--- src/design/sjpe_pkg.sv ---
// Shared types, codes and helpers for the symmetric Jacobi polynomial evaluator.
package sjpe_pkg;

    // Defaults for the top-level parameters
    localparam int MAX_DEGREE_DEF = 63;
    localparam int MAX_ORDER_DEF  = 15;

    // Internal widths
    localparam int K_W    = 5;    // working order, up to order + 1
    localparam int N_W    = 7;    // working degree, up to degree + 1
    localparam int X_W    = 32;
    localparam int V_W    = 64;
    localparam int M_W    = 128;
    localparam int MULT_W = 16;

    // Operation codes
    localparam logic [2:0] OP_VALUE   = 3'd0;
    localparam logic [2:0] OP_DERIV   = 3'd1;
    localparam logic [2:0] OP_WEIGHT  = 3'd2;
    localparam logic [2:0] OP_WDERIV  = 3'd3;
    localparam logic [2:0] OP_WDERIV2 = 3'd4;

    // Final stage after the recurrence
    localparam logic [1:0] FIN_NONE   = 2'd0;
    localparam logic [1:0] FIN_SCALE  = 2'd1;
    localparam logic [1:0] FIN_WEIGHT = 2'd2;
    localparam logic [1:0] FIN_ZERO   = 2'd3;

    // Multiplier operand selects
    localparam logic [2:0] MS_C1X = 3'd0;
    localparam logic [2:0] MS_MA  = 3'd1;
    localparam logic [2:0] MS_MB  = 3'd2;
    localparam logic [2:0] MS_XX  = 3'd3;
    localparam logic [2:0] MS_FIN = 3'd4;

    // One decoded word of work
    typedef struct packed {
        logic signed [X_W-1:0] x;
        logic [K_W-1:0]        k;
        logic [N_W-1:0]        n;
        logic [1:0]            fin;
        logic                  negate;
        logic                  halve;
        logic [MULT_W-1:0]     mult;
        logic                  ns;
    } job_t;

    // Controller to datapath
    typedef struct packed {
        logic       init;
        logic       mul_start;
        logic [2:0] msel;
        logic       keep_t;
        logic       keep_ma;
        logic       combine;
        logic       div_start;
        logic       fin_rnd;
        logic       step;
        logic       load_w;
        logic       fin_res;
        logic       out_load;
    } cmd_t;

    // Datapath to controller
    typedef struct packed {
        logic mul_done;
        logic div_done;
        logic more;
        logic out_free;
    } stat_t;

    // Magnitude of a signed 64-bit value as unsigned
    function automatic logic [V_W-1:0] mag64(input logic [V_W-1:0] v);
        return v[V_W-1] ? (~v + 64'd1) : v;
    endfunction

endpackage

--- src/design/sjpe_ctrl.sv ---
// Controller: decodes the operation and sequences the recurrence steps.
module sjpe_ctrl
    import sjpe_pkg::*;
#(
    parameter int MAX_DEGREE = MAX_DEGREE_DEF
)
(
    input  logic                  clk,
    input  logic                  rst_n,
    input  logic                  in_valid,
    output logic                  in_stall,
    input  logic [2:0]            operation,
    input  logic [5:0]            degree,
    input  logic signed [X_W-1:0] x_value,
    input  logic [3:0]            order_k,
    input  stat_t                 stat,
    output cmd_t                  cmd,
    output job_t                  job
);

    localparam logic [4:0] S_IDLE  = 5'd0;
    localparam logic [4:0] S_CHECK = 5'd1;
    localparam logic [4:0] S_C1S   = 5'd2;
    localparam logic [4:0] S_C1W   = 5'd3;
    localparam logic [4:0] S_MAS   = 5'd4;
    localparam logic [4:0] S_MAW   = 5'd5;
    localparam logic [4:0] S_MBS   = 5'd6;
    localparam logic [4:0] S_MBW   = 5'd7;
    localparam logic [4:0] S_COMB  = 5'd8;
    localparam logic [4:0] S_DVS   = 5'd9;
    localparam logic [4:0] S_DVW   = 5'd10;
    localparam logic [4:0] S_FXS   = 5'd11;
    localparam logic [4:0] S_FXW   = 5'd12;
    localparam logic [4:0] S_FPS   = 5'd13;
    localparam logic [4:0] S_FPW   = 5'd14;
    localparam logic [4:0] S_FDS   = 5'd15;
    localparam logic [4:0] S_FDW   = 5'd16;
    localparam logic [4:0] S_DONE  = 5'd17;

    logic [4:0] state_reg, state_next;
    logic [1:0] fin_reg, fin_next;
    logic       accept;
    logic [5:0] deg_c;
    logic [N_W-1:0] n_c;
    logic [K_W-1:0] k_c;
    job_t       deriv;

    assign accept   = in_valid && (state_reg == S_IDLE);
    assign in_stall = (state_reg != S_IDLE);

    // Operation decode
    always_comb
    begin
        deg_c = (32'(degree) > MAX_DEGREE) ? 6'(MAX_DEGREE) : degree;
        n_c   = 7'(deg_c);
        k_c   = 5'(order_k);

        deriv        = '0;
        deriv.x      = x_value;
        deriv.k      = k_c + 5'd1;
        deriv.n      = n_c - 7'd1;
        deriv.fin    = (n_c == '0) ? FIN_ZERO : FIN_SCALE;
        deriv.halve  = 1'b1;
        deriv.mult   = 16'(n_c) + 16'({k_c, 1'b0}) + 16'd1;

        job   = '0;
        job.x = x_value;
        job.k = k_c;
        job.n = n_c;
        unique case (operation)
            OP_VALUE:
                job.fin = FIN_NONE;
            OP_DERIV:
                job = deriv;
            OP_WEIGHT:
                job.fin = FIN_WEIGHT;
            OP_WDERIV:
            begin
                if (k_c == '0)
                    job = deriv;
                else
                begin
                    job.k      = k_c - 5'd1;
                    job.n      = n_c + 7'd1;
                    job.fin    = FIN_SCALE;
                    job.negate = 1'b1;
                    job.mult   = 16'({n_c + 7'd1, 1'b0});
                end
            end
            OP_WDERIV2:
            begin
                if (k_c == '0)
                begin
                    job.fin = FIN_ZERO;
                    job.ns  = 1'b1;
                end
                else
                begin
                    job.fin    = FIN_SCALE;
                    job.negate = 1'b1;
                    job.mult   = (16'(n_c) + 16'd1) * (16'(n_c) + 16'({k_c, 1'b0}));
                end
            end
            default:
                job.fin = FIN_ZERO;
        endcase
    end

    // Next state and commands
    always_comb
    begin
        state_next = state_reg;
        fin_next   = fin_reg;
        cmd        = '0;
        unique case (state_reg)
            S_IDLE:
            begin
                if (accept)
                begin
                    cmd.init   = 1'b1;
                    fin_next   = job.fin;
                    state_next = S_CHECK;
                end
            end
            S_CHECK:
            begin
                if (fin_reg == FIN_ZERO)
                    state_next = S_DONE;
                else if (stat.more)
                    state_next = S_C1S;
                else if (fin_reg == FIN_SCALE)
                    state_next = S_FPS;
                else if (fin_reg == FIN_WEIGHT)
                    state_next = S_FXS;
                else
                    state_next = S_DONE;
            end
            S_C1S:
            begin
                cmd.mul_start = 1'b1;
                cmd.msel      = MS_C1X;
                state_next    = S_C1W;
            end
            S_C1W:
            begin
                if (stat.mul_done)
                begin
                    cmd.keep_t = 1'b1;
                    state_next = S_MAS;
                end
            end
            S_MAS:
            begin
                cmd.mul_start = 1'b1;
                cmd.msel      = MS_MA;
                state_next    = S_MAW;
            end
            S_MAW:
            begin
                if (stat.mul_done)
                begin
                    cmd.keep_ma = 1'b1;
                    state_next  = S_MBS;
                end
            end
            S_MBS:
            begin
                cmd.mul_start = 1'b1;
                cmd.msel      = MS_MB;
                state_next    = S_MBW;
            end
            S_MBW:
            begin
                if (stat.mul_done)
                    state_next = S_COMB;
            end
            S_COMB:
            begin
                cmd.combine = 1'b1;
                state_next  = S_DVS;
            end
            S_DVS:
            begin
                cmd.div_start = 1'b1;
                state_next    = S_DVW;
            end
            S_DVW:
            begin
                if (stat.div_done)
                begin
                    cmd.step   = 1'b1;
                    state_next = S_CHECK;
                end
            end
            S_FXS:
            begin
                cmd.mul_start = 1'b1;
                cmd.msel      = MS_XX;
                state_next    = S_FXW;
            end
            S_FXW:
            begin
                if (stat.mul_done)
                begin
                    cmd.load_w = 1'b1;
                    state_next = S_FPS;
                end
            end
            S_FPS:
            begin
                cmd.mul_start = 1'b1;
                cmd.msel      = MS_FIN;
                state_next    = S_FPW;
            end
            S_FPW:
            begin
                if (stat.mul_done)
                    state_next = S_FDS;
            end
            // final rounding shift, then clamp
            S_FDS:
            begin
                cmd.fin_rnd = 1'b1;
                state_next  = S_FDW;
            end
            S_FDW:
            begin
                cmd.fin_res = 1'b1;
                state_next  = S_DONE;
            end
            S_DONE:
            begin
                if (stat.out_free)
                begin
                    cmd.out_load = 1'b1;
                    state_next   = S_IDLE;
                end
            end
            default:
                state_next = S_IDLE;
        endcase
    end

    always_ff @(posedge clk or negedge rst_n)
    begin
        if (!rst_n)
        begin
            state_reg <= S_IDLE;
            fin_reg   <= FIN_NONE;
        end
        else
        begin
            state_reg <= state_next;
            fin_reg   <= fin_next;
        end
    end

endmodule

--- config.mk ---
export PLATFORM = sky130hd
export DESIGN_NAME = sjpe_ctrl
export DESIGN_NICKNAME = d
export VERILOG_FILES = /design/src/design/sjpe_pkg.sv /design/src/design/sjpe_ctrl.sv
export SDC_FILE = /design/constraint.sdc
export NUM_CORES = 1
export LEC_CHECK = 0
export ABC_AREA = 1
export BUFFER_PORTS_ARGS = -buffer_cell sky130_fd_sc_hd__buf_2
export CORE_MARGIN = 2
export CORE_UTILIZATION = 47
export CTS_CLUSTER_DIAMETER = 50
export DETAILED_ROUTE_END_ITERATION = 12
export PLACE_DENSITY = 0.9
export SLEW_MARGIN = 10
export SYNTH_ARGS = -nofsm -noshare
export SYNTH_HDL_FRONTEND = slang
export SYNTH_SLANG_ARGS = --single-unit
export TNS_END_PERCENT = 10
--- constraint.sdc ---
create_clock -name clk -period 7.1 [get_ports clk]
set_input_delay 1.42 -clock clk [delete_from_list [all_inputs] [get_ports clk]]
set_output_delay 1.42 -clock clk [all_outputs]
set_load 0.05 [all_outputs]
# Yosys cells after proc, flatten, opt, wreduce, memory -nomap -nowiden
# Index checks and enable logic that the tools add are counted.
[word_totals]
romBits = 0
memories = 0
wordCells = 90
regBits = 7
latchBits = 0
output_inout_bits = 80
mem_bits_rw = 0
[classes]
multipliers = 1
div = 0
n_lt_le_gt_ge = 0
n_mux = 40
bitwise = 0
n_eq_ne = 32
n_reduce_logical = 8
addsub = 7
shift = 0
[op_table]
columns = ["cell", "count"]
rows = [
  ["case mux 5 bit (18 select lines)", 1],
  ["2-to-1 mux 5 bit", 12],
  ["case mux 17 bit (3 select lines)", 1],
  ["equality test 5 x 4 -> 1 bit, second input constant", 8],
  ["case mux 12 bit (2 select lines)", 1],
  ["equality test 5 x 3 -> 1 bit, second input constant", 4],
  ["case mux 4 bit (5 select lines)", 1],
  ["adder 16 x 1 -> 16 bit, second input constant", 1],
  ["2-to-1 mux 1 bit", 16],
  ["2-to-1 mux 16 bit", 1],
  ["!= test 2 bit, second input constant", 8],
  ["2-to-1 mux 15 bit", 1],
  ["adder 6 x 1 -> 7 bit, second input constant", 2],
  ["multiplier 7 x 7 -> 14 bit", 1],
  ["2-to-1 mux 14 bit", 1],
  ["equality test 5 x 2 -> 1 bit, second input constant", 2],
  ["equality test 5 bit, second input constant", 2],
  ["case mux 2 bit (5 select lines)", 1],
  ["AND reduction 8 bit", 1],
  ["adder 6 x 5 -> 7 bit", 1],
  ["subtractor 6 x 1 -> 7 bit, second input constant", 1],
  ["equality test 3 x 2 -> 1 bit, second input constant", 2],
  ["logical NOT 6 bit", 1],
  ["adder 4 x 1 -> 5 bit, second input constant", 1],
  ["14 further kinds", 17],
]

# Longest topological paths before layout
# Gate-level depths: netlist of the first run.
[logic_depth]
depth_word = 6
ltp_mapped = 27
ltp_nobuf = 27

# Worst setup path before layout of the first run
# OpenSTA, ideal clock, no wires.
[synth_path]
path_type = "input -> output"
start = "input port degree[2]"
end = "output port job[10] (netlist name)"
n_path_buf = 1
slack_ns = -0.997
path_stages = 26
arrival_time_ns = 6.677
path_cell_list = "buf_4 -> inv_1 -> fa_1 -> inv_1 -> nand3_1 -> nand2_1 -> nand2_1 -> nand2_1 -> inv_1 -> nand2_1 -> fa_1 -> fa_1 -> inv_1 -> fa_1 -> inv_1 -> fa_1 -> inv_1 -> ha_1 -> nand2_1 -> nand2_1 -> nand2_1 -> nand2_1 -> inv_1 -> nand2_1 -> nand2_1 -> nor3b_1"
[synth_lines]
columns = ["element", "line", "source"]
rows = [
  ["start, declared", "sjpe_ctrl.sv:13", "input logic [5:0] degree,"],
  ["end, declared", "sjpe_ctrl.sv:18", "output job_t job"],
]

==> Flow_metrics.wiki, run 1 <==
{| class="wikitable"
! Metric !! Value
|-
| Sinks on the clock net || 7
|-
| Final number of hold-violating endpoints || 0
|-
| Maximum level of the CTS H-tree || 1
|-
| Cell type of the slowest stage on the worst timing path || fa_1
|-
| Crit path max fanout || 4
|-
| Gate count of the mapped netlist || 596
|-
| Max-slew violation total from the final report || 0
|-
| Initial Util || 47.9%
|-
| Most common cell after layout, fill and taps aside || nand2_1
|-
| Width of the die || 92.3 um
|-
| Highest clock frequency the design can meet || 141 MHz
|-
| Post-synthesis async set-or-reset flop share || 100%
|-
| First-pass GRT wire length || 17.9 mm
|-
| Sw frac || 59.3%
|-
| Cell type group with the largest total delay on the critical path || adder cells
|-
| Worst Hold Launch || state_reg[1]
|-
| Maxcap violations || 0
|-
| Net count, final || 806
|-
| Maximum number of pins on one net before global-route repair || 15
|-
| Fraction of final layout cells with drive strength greater than 1 || 29.7%
|-
| Antenna Nets Post-Route || 0
|-
| Area overhead of the layout relative to synthesis || 27.2%
|-
| Critical path start-end classification || in -> out
|-
| Buffer type at the clock tree root || clkbuf_8
|-
| Final clock period utilization by the worst path || 100%
|-
| Initial antenna violation count || 0
|-
| Unrepaired setup endpoints after global routing || true
|-
| Delay of the slowest critical-path stage || 0.53 ns
|-
| Placement row count || 32
|-
| Register area share after synthesis || 4.78%
|-
| Number of inserted diodes || 0
|-
| Total power density per cell area || 296 nW/um^2
|-
| Clock edge transition at the registers on the reported setup and hold paths || 0.04 ns
|-
| Clock buffer count from CTS || 3
|-
| Logic gate share of total power || 89.7%
|-
| First DRT Iteration DRCs || 233
|-
| Largest area contributor in the netlist || nand2_1
|-
| Synth warn || 0
|-
| Worst setup slack before clock tree synthesis || -0.296 ns
|-
| Post-route insts no fill || 786
|-
| Area after detailed placement || 4240 sq um
|-
| Class of the tightest hold or removal check || reg -> reg
|-
| Final critical-path required period || 7.10 ns
|-
| Startpoint types || input pin
|-
| Outcome || completed
|-
| Category of the worst setup path capture point || output pin
|-
| Area of the die || 8510 sq um
|-
| Number of placed instances with taps included || 768
|-
| Most frequent cells in the layout || nand2_1 (133), inv_1 (100), nor2_1 (69)
|-
| Netlist area before placement || 3660 sq um
|-
| Launching element of the worst setup path || order_k[0]
|-
| CTS tree || yes
|-
| Ys flop type || dfrtp_1
|-
| Register share of total power || 6.5%
|-
| Maximum root-to-sink buffer count || 2
|-
| Critical R2R Launch || state_reg[0]
|-
| Total vias in the final route || 4090
|-
| Clock insertion delay at the later pin of the skew report || 0.22 ns
|-
| Least setup slack across all paths after layout || 0.0000249 ns
|-
| Final routed wirelength across all metal layers || 10.6 mm
|-
| Detailed Place HPWL || 8.64 mm
|-
| Number of optimization iterations in the first detailed-route pass || 5
|-
| Required @ worst endpoint || 5.68 ns
|-
| Number of I/O port buffers || 65
|-
| Buffers & Inverters on Critical Path || 9
|-
| Mean post-synth cell area || 6.14 sq um
|-
| Vias in the first global route || 4053
|-
| Non-Filler Cell Area, Final || 4660 sq um
|-
| Max FFs per register || 5
|-
| Register bit total from synthesis || 7
|-
| GR Util All Layers || 25.1%
|-
| Core ar. || 7650 sq um
|-
| Vias per inst || 5.20
|-
| Data arrival time of the worst path || 5.68 ns
|-
| Final routed DRC violation total || 0
|-
| Routability-driven placement congestion ratio || 0.947
|-
| Largest clock skew in the final design || 0.00117 ns
|-
| Congestion Overflow GR || 0
|-
| WL per Instance || 13.5 um
|-
| Number of endpoints failing setup at the final stage || 0
|-
| Fraction of post-synthesis cell area in the top cell type by area || 15.3%
|-
| Setup total negative slack || 0 ns
|-
| Cell types with the largest area share after synthesis || nand2_1 (15%), ha_1 (15%), fa_1 (14%), inv_1 (11%), nor2_1 (8.3%)
|-
| Internal power || 0.562 mW
|-
| Post-cts hold buffer count || 0
|-
| Power dissipated by switching net loads || 0.818 mW
|-
| Leakage power total || 2.70 nW
|-
| Number of enable-type register cells in the synthesized netlist || 0
|-
| Die height || 92.3 um
|-
| Share of total power in the clock network || 3.8%
|-
| Top-level I/O count || 132
|-
| Cell variety after synth || 37
|-
| IR Drop Worst-Case VDD || 0.201 mV
|}
worst min-delay path, cell delays in order (launching register included):
cell and delay (ns):
dfrtp_1 0.45, nand2_1 0.08, nand2_1 0.06
stage by stage:
stage                     util (%)  power, mW  hold WS, ns
after global placement        55.5       1.12        0.590
after global routing          60.9       1.52        0.661
after floorplan                  -      0.924        0.536
after CTS                     59.3       1.30        0.617
final                         60.9       1.38        0.624
after detailed placement      55.5       1.15        0.611
routing by layer:
metal	share of wire, %	vias up	global-route usage (%)	wire, um
li1	-	2011	-	-
met1	43	1892	32.3	4520
met2	50	159	44.7	5250
met3	6.1	28	3.12	645
met4	1.6	0	5.97	167
met5	0	-	0	0
cell families (layout without fill, tap and decap cells):
| kind of cell | count (synthesis) | count (layout) | synth area share (%) |
|---|---|---|---|
| flops | 7 | 7 | 4.78 |
| xor+xnor | 11 | 11 | 2.84 |
| fa+ha+maj | 69 | 69 | 28.7 |
| compound gates | 45 | 45 | 7.72 |
| other cells | 1 | 2 | 0.102 |
| buf+inv | 153 | 240 | 19.4 |
| simple gates | 310 | 310 | 36.4 |
what timing repair did:
item,in CTS,in global routing
setup endpoints to repair,9,9
buffers inserted,13,1
endpoints found under the hold margin,0,0
gates resized for setup,42,28
pin swaps,16,8
power groups by stage:
stage | combinational [mW] | clock [mW] | sequential (mW)
6_report | 1.24 | 0.0530 | 0.0898
5_1_grt | 1.37 | 0.0570 | 0.0937
4_1_cts | 1.16 | 0.0541 | 0.0888
3_5_place_dp | 1.06 | 0 | 0.0892
3_3_place_gp | 1.03 | 0 | 0.0874
2_1_floorplan | 0.854 | 0 | 0.0701
cell usage after synthesis (all sizes together), types with 2 or more instances:
cell / count
a21oi: 16
a31oi: 2
buf: 39
dfrtp: 7
fa: 25
ha: 44
inv: 112
nand2: 156
nand3: 51
nand3b: 2
nand4: 9
nor2: 86
nor3: 2
nor4: 3
o211ai: 7
o21ai: 12
o221ai: 5
xnor2: 2
xor2: 9
path summary, 6_finish.rpt:
path	endpoint	slack, ns	depth (start not counted)
hold / removal	state_reg[1]	0.62	2
setup / recovery	job[10]	0.00002	27
hold reg to reg	state_reg[1]	0.62	2
setup reg to reg	state_reg[3]	5.67	8
min in group asynchronous	fin_reg[1]	1.02	1
max in group asynchronous	state_reg[0]	5.93	1
final cells by class:
type	count	area, sq um
Clock buffer	4	45.0
Fill cell	689	2990
Inverter	113	424
Multi-Input combinational cell	437	3060
Sequential cell	7	175
Tap cell	102	128
Timing Repair Buffer	123	828
No activity file was read; power rests on OpenSTA's default activity.
==> inputs of run 2 (changes only) <==
--- a/config.mk
+++ b/config.mk
@@ -8,10 +8,10 @@
 export ABC_AREA = 1
 export BUFFER_PORTS_ARGS = -buffer_cell sky130_fd_sc_hd__buf_2
 export CORE_MARGIN = 2
-export CORE_UTILIZATION = 47
+export CORE_UTILIZATION = 50
 export CTS_CLUSTER_DIAMETER = 50
 export DETAILED_ROUTE_END_ITERATION = 12
-export PLACE_DENSITY = 0.9
+export PLACE_DENSITY = 0.91
 export SLEW_MARGIN = 10
 export SYNTH_ARGS = -nofsm -noshare
 export SYNTH_HDL_FRONTEND = slang
==> constraint.sdc (replaced) <==
create_clock -name clk -period 7.05 [get_ports clk]
set_input_delay 1.41 -clock clk [delete_from_list [all_inputs] [get_ports clk]]
set_output_delay 1.41 -clock clk [all_outputs]
set_load 0.05 [all_outputs]
==> run 2 against run 1 <==
Power increased by 11%. Die area decreased by 5.7%. Critical path type unchanged. Highest routed layer unchanged. Sequential power increased by 0.9%. Register-to-register slack got worse by 0.06 ns. Critical path depth decreased by 1. The flow now finishes with violations (negative setup slack). Worst hold slack got worse by 0.0049 ns. Clock power increased by 6.4%. First-iteration DRC count increased by 6.9%. Routed wire length increased by 3.6%. Combinational power increased by 11%. Non-clock buffer count increased by 1.
==> Flow_metrics.wiki, run 2 (synthesized netlist as in run 1, its figures left out) <==
{| class="wikitable"
! Metric !! Value
|-
| Violated checks || negative setup slack
|-
| Most repeated library cell on the critical path || nand2_2
|-
| GR Util All Layers || 26.0% (was 25.1%)
|-
| Data arrival time of the worst path || 5.70 ns (was 5.68 ns)
|-
| Final routed wirelength across all metal layers || 11.0 mm (was 10.6 mm)
|-
| Vias per inst || 5.20 (about the same)
|-
| Net count, final || 807 (was 806)
|-
| Non-Filler Cell Area, Final || 4800 sq um (was 4660 sq um)
|-
| Maximum level of the CTS H-tree || 1 (unchanged)
|-
| Worst setup slack before clock tree synthesis || -0.271 ns (was -0.296 ns)
|-
| Max FFs per register || 5 (unchanged)
|-
| Initial antenna violation count || 0 (unchanged)
|-
| Area of the die || 8020 sq um (was 8510 sq um)
|-
| Least setup slack across all paths after layout || -0.0641 ns (was 0.0000249 ns)
|-
| Worst Hold Launch || state_reg[1] (unchanged)
|-
| Maxcap violations || 0 (unchanged)
|-
| Clock insertion delay at the later pin of the skew report || 0.23 ns (was 0.22 ns)
|-
| Delay of the slowest critical-path stage || 0.60 ns (was 0.53 ns)
|-
| Category of the worst setup path capture point || output pin (unchanged)
|-
| Buffer type at the clock tree root || clkbuf_8 (unchanged)
|-
| Most common cell after layout, fill and taps aside || nand2_1 (unchanged)
|-
| First-pass GRT wire length || 16.6 mm (was 17.9 mm)
|-
| Area overhead of the layout relative to synthesis || 31.2% (was 27.2%)
|-
| Share of the core filled with cells in the final layout || 67.0% (was 60.9%)
|-
| Die height || 89.6 um (was 92.3 um)
|-
| WL per Instance || 14.0 um (was 13.5 um)
|-
| Crit path max fanout || 4 (unchanged)
|-
| Total vias in the final route || 4078 (was 4090)
|-
| Antenna Nets Post-Route || 0 (unchanged)
|-
| Largest clock skew in the final design || 0.00345 ns (was 0.00117 ns)
|-
| Number of I/O port buffers || 65 (unchanged)
|-
| Leakage power total || 2.72 nW (was 2.70 nW)
|-
| Share of total power in the clock network || 3.7% (was 3.8%)
|-
| Cell count of the worst reg-to-reg path || 8 (unchanged)
|-
| Minimum hold slack || 0.619 ns (was 0.624 ns)
|-
| Number of inserted diodes || 0 (unchanged)
|-
| Sinks on the clock net || 7 (unchanged)
|-
| Placement row count || 31 (was 32)
|-
| Area after detailed placement || 4320 sq um (was 4240 sq um)
|-
| Number of optimization iterations in the first detailed-route pass || 5 (unchanged)
|-
| Detailed Place HPWL || 8.88 mm (was 8.64 mm)
|-
| Fraction of final layout cells with drive strength greater than 1 || 32.7% (was 29.7%)
|-
| Final routed DRC violation total || 0 (unchanged)
|-
| Power dissipated by switching net loads || 0.887 mW (was 0.818 mW)
|-
| Vias in the first global route || 3840 (was 4053)
|-
| Initial Util || 51.0% (was 47.9%)
|-
| Maximum number of pins on one net before global-route repair || 15 (unchanged)
|-
| Unrepaired setup endpoints after global routing || true (unchanged)
|-
| CTS tree || yes (unchanged)
|-
| Outcome || complete, but fails checks (was completed)
|-
| Critical R2R Launch || state_reg[0] (unchanged)
|-
| IR Drop Worst-Case VDD || 0.248 mV (was 0.201 mV)
|-
| Internal power || 0.643 mW (was 0.562 mW)
|-
| Number of placed instances with taps included || 773 (was 768)
|-
| Core ar. || 7180 sq um (was 7650 sq um)
|-
| Highest clock frequency the design can meet || 141 MHz
|-
| Number of endpoints failing setup at the final stage || 4 (was 0)
|-
| Class of the tightest hold or removal check || reg -> reg (unchanged)
|-
| Startpoint types || input pin (unchanged)
|-
| Clock buffer count from CTS || 3 (unchanged)
|-
| Logic gate share of total power || 90.4% (was 89.7%)
|-
| Required @ worst endpoint || 5.64 ns (was 5.68 ns)
|-
| Cell type of the slowest stage on the worst timing path || fa_1 (unchanged)
|-
| Maximum root-to-sink buffer count || 2 (unchanged)
|-
| First DRT Iteration DRCs || 249 (was 233)
|-
| Setup total negative slack || -0.140 ns (was 0 ns)
|-
| Reg-to-reg slack, setup || 5.61 ns (was 5.67 ns)
|-
| Final number of hold-violating endpoints || 0 (unchanged)
|-
| Max-slew violation total from the final report || 0 (unchanged)
|-
| Final critical-path required period || 7.11 ns
|-
| Congestion Overflow GR || 0 (unchanged)
|-
| Most frequent cells in the layout || nand2_1 (127), inv_1 (99), nor2_1 (65) (was nand2_1 (133), inv_1 (100), nor2_1 (69))
|-
| End of the worst register-to-register path || state_reg[2] (was state_reg[3])
|-
| Routability-driven placement congestion ratio || 0.948 (was 0.947)
|-
| Cells on Worst Hold Path || 2 (unchanged)
|-
| Width of the die || 89.6 um (was 92.3 um)
|-
| Clock edge transition at the registers on the reported setup and hold paths || 0.04 ns (about the same)
|-
| End point of the worst hold path || state_reg[1] (unchanged)
|-
| Top-level I/O count || 132 (unchanged)
|-
| Post-route insts no fill || 784 (was 786)
|-
| Register share of total power || 5.9% (was 6.5%)
|-
| Total power density per cell area || 318 nW/um^2 (was 296 nW/um^2)
|-
| Critical path start-end classification || in -> out (unchanged)
|-
| Post-layout total power || 1.53 mW (was 1.38 mW)
|-
| Post-cts hold buffer count || 0 (unchanged)
|-
| Sw frac || 58.0% (was 59.3%)
|-
| Final clock period utilization by the worst path || 101%
|}
[run 2: changes by cell type in the layout (fill, tap and decap cells not counted), sizes merged]
cell / delta
buf: +2
clkbuf: -2
clkinv: +1
[run 2: area by class of cell]
cell class              count  area (sq um)
clock buffers               3          41.3
clock inverters             1          5.00
fillers                   588          2370
inverters                 113           427
multi-input cells         437          3180
flip-flops and latches      7           175
well taps                  99           124
repair buffers            124           852
[run 2: worst max-delay path: cells and delay by family]
family | cells | cell delay [ns]
adder cells (fa/ha/maj) | 7 | 2.60
buffers and inverters | 8 | 0.73
AND/OR/NAND/NOR | 11 | 0.95
[run 2: routing by layer]
metal	wire, um	global-route usage (%)
met1	4550	32.7
met2	5410	45.3
met3	699	3.84
met4	295	9.09
met5	0	0
[run 2: power groups by stage]
stage / combinational, mW / sequential (mW) / clock [mW]
after CTS: 1.20 / 0.0893 / 0.0577
after global placement: 1.07 / 0.0888 / 0
after global routing: 1.51 / 0.0946 / 0.0622
final: 1.38 / 0.0906 / 0.0564
after floorplan: 0.871 / 0.0706 / 0
after detailed placement: 1.11 / 0.0898 / 0
[run 2: how the worst max path moves through the flow]
stage	startpoint	endpoint	slack, ns	cells after the start
floorplan	degree[1]	job[10]	0.05	24
global placement	degree[1]	job[13]	-0.13	23
detailed placement	degree[1]	job[13]	-0.27	23
CTS	order_k[0]	job[10]	-0.06	27
global route	degree[1]	job[10]	-0.24	26
finish	degree[1]	job[10]	-0.06	26
[run 2: repair_timing]
| item | CTS | global route |
|---|---|---|
| endpoints found under the setup margin | 9 | 9 |
| endpoints found under the hold margin | 0 | 0 |
| setup buffers | 6 | 1 |
| pin swaps | 17 | 26 |
| gates resized for setup | 37 | 53 |
==> inputs of run 3 (changes only) <==
--- a/config.mk
+++ b/config.mk
@@ -8,10 +8,10 @@
 export ABC_AREA = 1
 export BUFFER_PORTS_ARGS = -buffer_cell sky130_fd_sc_hd__buf_2
 export CORE_MARGIN = 2
-export CORE_UTILIZATION = 50
+export CORE_UTILIZATION = 45
 export CTS_CLUSTER_DIAMETER = 50
 export DETAILED_ROUTE_END_ITERATION = 12
-export PLACE_DENSITY = 0.91
+export PLACE_DENSITY = 0.85
 export SLEW_MARGIN = 10
 export SYNTH_ARGS = -nofsm -noshare
 export SYNTH_HDL_FRONTEND = slang
==> run 3 against run 2 <==
The run still ends with negative setup slack left. Global-route usage shrank 2.9 points. Combinational power shrank 10%. Maximum frequency grew 0.43%. Cell count grew 0.13%. Worst setup slack gained 0.031 ns. Critical path depth grew 2. Power shrank 9.4%. Non-clock buffer count shrank 2. Critical endpoint unchanged. Largest cell class unchanged.
==> Flow_metrics.wiki, run 3 (synthesized netlist as in run 1, its figures left out) <==
{| class="wikitable"
! Metric !! Value
|-
| Maximum root-to-sink buffer count || 2 (unchanged)
|-
| Most frequent cells in the layout || nand2_1 (135), inv_1 (99), nor2_1 (67) (was nand2_1 (127), inv_1 (99), nor2_1 (65))
|-
| Post-layout total power || 1.39 mW (was 1.53 mW)
|-
| Max FFs per register || 5 (unchanged)
|-
| Area after detailed placement || 4290 sq um (was 4320 sq um)
|-
| WL per Instance || 13.0 um (was 14.0 um)
|-
| Final routed DRC violation total || 0 (unchanged)
|-
| Final clock period utilization by the worst path || 100% (was 101%)
|-
| Outcome || complete, but fails checks (unchanged)
|-
| Power dissipated by switching net loads || 0.814 mW (was 0.887 mW)
|-
| Critical R2R Launch || state_reg[0] (unchanged)
|-
| Area overhead of the layout relative to synthesis || 26.5% (was 31.2%)
|-
| Final number of hold-violating endpoints || 0 (unchanged)
|-
| Routability-driven placement congestion ratio || 0.959 (was 0.948)
|-
| Sinks on the clock net || 7 (unchanged)
|-
| Antenna Nets Post-Route || 0 (unchanged)
|-
| Number of endpoints failing setup at the final stage || 1 (was 4)
|-
| Worst Hold Launch || fin_reg[1] (was state_reg[1])
|-
| Net count, final || 805 (was 807)
|-
| Clock buffer count from CTS || 3 (unchanged)
|-
| Minimum hold slack || 0.625 ns (was 0.619 ns)
|-
| Leakage power total || 2.68 nW (was 2.72 nW)
|-
| Sw frac || 58.7% (was 58.0%)
|-
| Most common cell after layout, fill and taps aside || nand2_1 (unchanged)
|-
| Initial antenna violation count || 0 (unchanged)
|-
| CTS tree || yes (unchanged)
|-
| Initial Util || 46.9% (was 51.0%)
|-
| Vias in the first global route || 3861 (was 3840)
|-
| Vias per inst || 5.09 (was 5.20)
|-
| Maximum level of the CTS H-tree || 1 (unchanged)
|-
| GR met2 Demand/Resource || 39.6% (was 45.3%)
|-
| Launching element of the worst setup path || order_k[0] (was degree[1])
|-
| Die height || 94.2 um (was 89.6 um)
|-
| Core ar. || 7810 sq um (was 7180 sq um)
|-
| Reg-to-reg slack, setup || 5.62 ns (was 5.61 ns)
|-
| GR Util All Layers || 23.1% (was 26.0%)
|-
| Startpoint types || input pin (unchanged)
|-
| Area of the die || 8870 sq um (was 8020 sq um)
|-
| Most Used Layer, Global Route || met2 (unchanged)
|-
| Maximum number of pins on one net before global-route repair || 15 (unchanged)
|-
| First DRT Iteration DRCs || 238 (was 249)
|-
| Unrepaired setup endpoints after global routing || true (unchanged)
|-
| Violated checks || negative setup slack (unchanged)
|-
| Number of inserted diodes || 0 (unchanged)
|-
| Max-slew violation total from the final report || 0 (unchanged)
|-
| Category of the worst setup path capture point || output pin (unchanged)
|-
| Critical path start-end classification || in -> out (unchanged)
|-
| Total vias in the final route || 3992 (was 4078)
|-
| Buffer type at the clock tree root || clkbuf_8 (unchanged)
|-
| Logic gate share of total power || 89.4% (was 90.4%)
|-
| Met3 usage || 2.01% (was 3.84%)
|-
| Final routed wirelength across all metal layers || 10.2 mm (was 11.0 mm)
|-
| Crit path max fanout || 4 (unchanged)
|-
| Width of the die || 94.2 um (was 89.6 um)
|-
| Highest clock frequency the design can meet || 141 MHz (about the same)
|-
| Register share of total power || 6.6% (was 5.9%)
|-
| Number of optimization iterations in the first detailed-route pass || 5 (unchanged)
|-
| IR Drop Worst-Case VDD || 0.272 mV (was 0.248 mV)
|-
| Clock insertion delay at the later pin of the skew report || 0.23 ns (about the same)
|-
| Total power density per cell area || 299 nW/um^2 (was 318 nW/um^2)
|-
| Routing usage on met1 || 31.3% (was 32.7%)
|-
| Non-Filler Cell Area, Final || 4630 sq um (was 4800 sq um)
|-
| Least setup slack across all paths after layout || -0.0335 ns (was -0.0641 ns)
|-
| Congestion Overflow GR || 0 (unchanged)
|-
| Fraction of final layout cells with drive strength greater than 1 || 29.7% (was 32.7%)
|-
| Required @ worst endpoint || 5.64 ns (about the same)
|-
| Worst setup slack before clock tree synthesis || -0.257 ns (was -0.271 ns)
|-
| Number of I/O port buffers || 65 (unchanged)
|-
| Largest clock skew in the final design || 0.00301 ns (was 0.00345 ns)
|-
| Clock edge transition at the registers on the reported setup and hold paths || 0.04 ns (about the same)
|-
| Detailed Place HPWL || 8.56 mm (was 8.88 mm)
|-
| Placement row count || 32 (was 31)
|-
| First-pass GRT wire length || 16.9 mm (was 16.6 mm)
|-
| Class of the tightest hold or removal check || reg -> reg (unchanged)
|-
| Top-level I/O count || 132 (unchanged)
|-
| Final critical-path required period || 7.08 ns (was 7.11 ns)
|-
| Maxcap violations || 0 (unchanged)
|-
| Share of total power in the clock network || 4.0% (was 3.7%)
|-
| Data arrival time of the worst path || 5.67 ns (was 5.70 ns)
|-
| Internal power || 0.573 mW (was 0.643 mW)
|}
[run 3: critical path, cell delays in order]
cell,delay [ns]
buf_4,0.10
ha_4,0.13
inv_2,0.03
fa_2,0.34
inv_2,0.08
nand3_2,0.08
nand2_2,0.09
nand2_2,0.07
nand2_4,0.10
inv_4,0.04
nand2_2,0.06
fa_1,0.43
fa_1,0.51
inv_1,0.05
fa_1,0.49
inv_2,0.04
fa_1,0.49
inv_2,0.05
ha_4,0.29
nand2_2,0.07
nand2_2,0.06
nand2_1,0.06
nand2_1,0.08
inv_1,0.06
nand2_2,0.06
nor2_2,0.05
nor3b_4,0.17
buf_6,0.18
[run 3: layer usage]
metal	part of all wire, %	vias up
met4	1.3	0
met1	44	1843
li1	-	2001
met3	6.3	15
met5	0	-
met2	48	133
[run 3: repair_timing]
| item | CTS | global route |
|---|---|---|
| buffers inserted | 9 | 1 |
| endpoints found under the setup margin | 9 | 9 |
| hold buffers | 0 | 0 |
| gates resized for setup | 33 | 27 |
| gates cloned | 0 | 0 |
| pin swaps | 12 | 12 |
[run 3: area by class of cell]
type	instances	area [sq um]
Fill cell	722	3180
Timing Repair Buffer	122	818
Tap cell	102	128
Multi-Input combinational cell	437	3040
Clock buffer	4	45.0
Sequential cell	7	175
Inverter	113	427
[run 3: final timing paths]
check                                to  cells after the start
setup / recovery                job[10]                     28
hold / removal               fin_reg[1]                      2
setup reg to reg           state_reg[0]                      8
hold reg to reg              fin_reg[1]                      2
max in group asynchronous  state_reg[3]                      1
min in group asynchronous  state_reg[2]                      1
[run 3: stage by stage]
step           std cells  utilization [%]  setup TNS, ns
6_report             785             59.3        -0.0335
4_1_cts              784             57.9         -0.200
3_5_place_dp         771             54.9          -1.45
5_1_grt              785             59.3          -1.39
2_1_floorplan        597                -              0
3_3_place_gp         771             54.9         -0.721
[run 3: power groups by stage]
stage	combinational [mW]	clock (mW)	sequential [mW]
after CTS	1.15	0.0569	0.0895
after detailed placement	1.09	0	0.0896
final	1.24	0.0555	0.0908
after floorplan	0.871	0	0.0706
after global placement	1.07	0	0.0895
after global routing	1.37	0.0603	0.0939
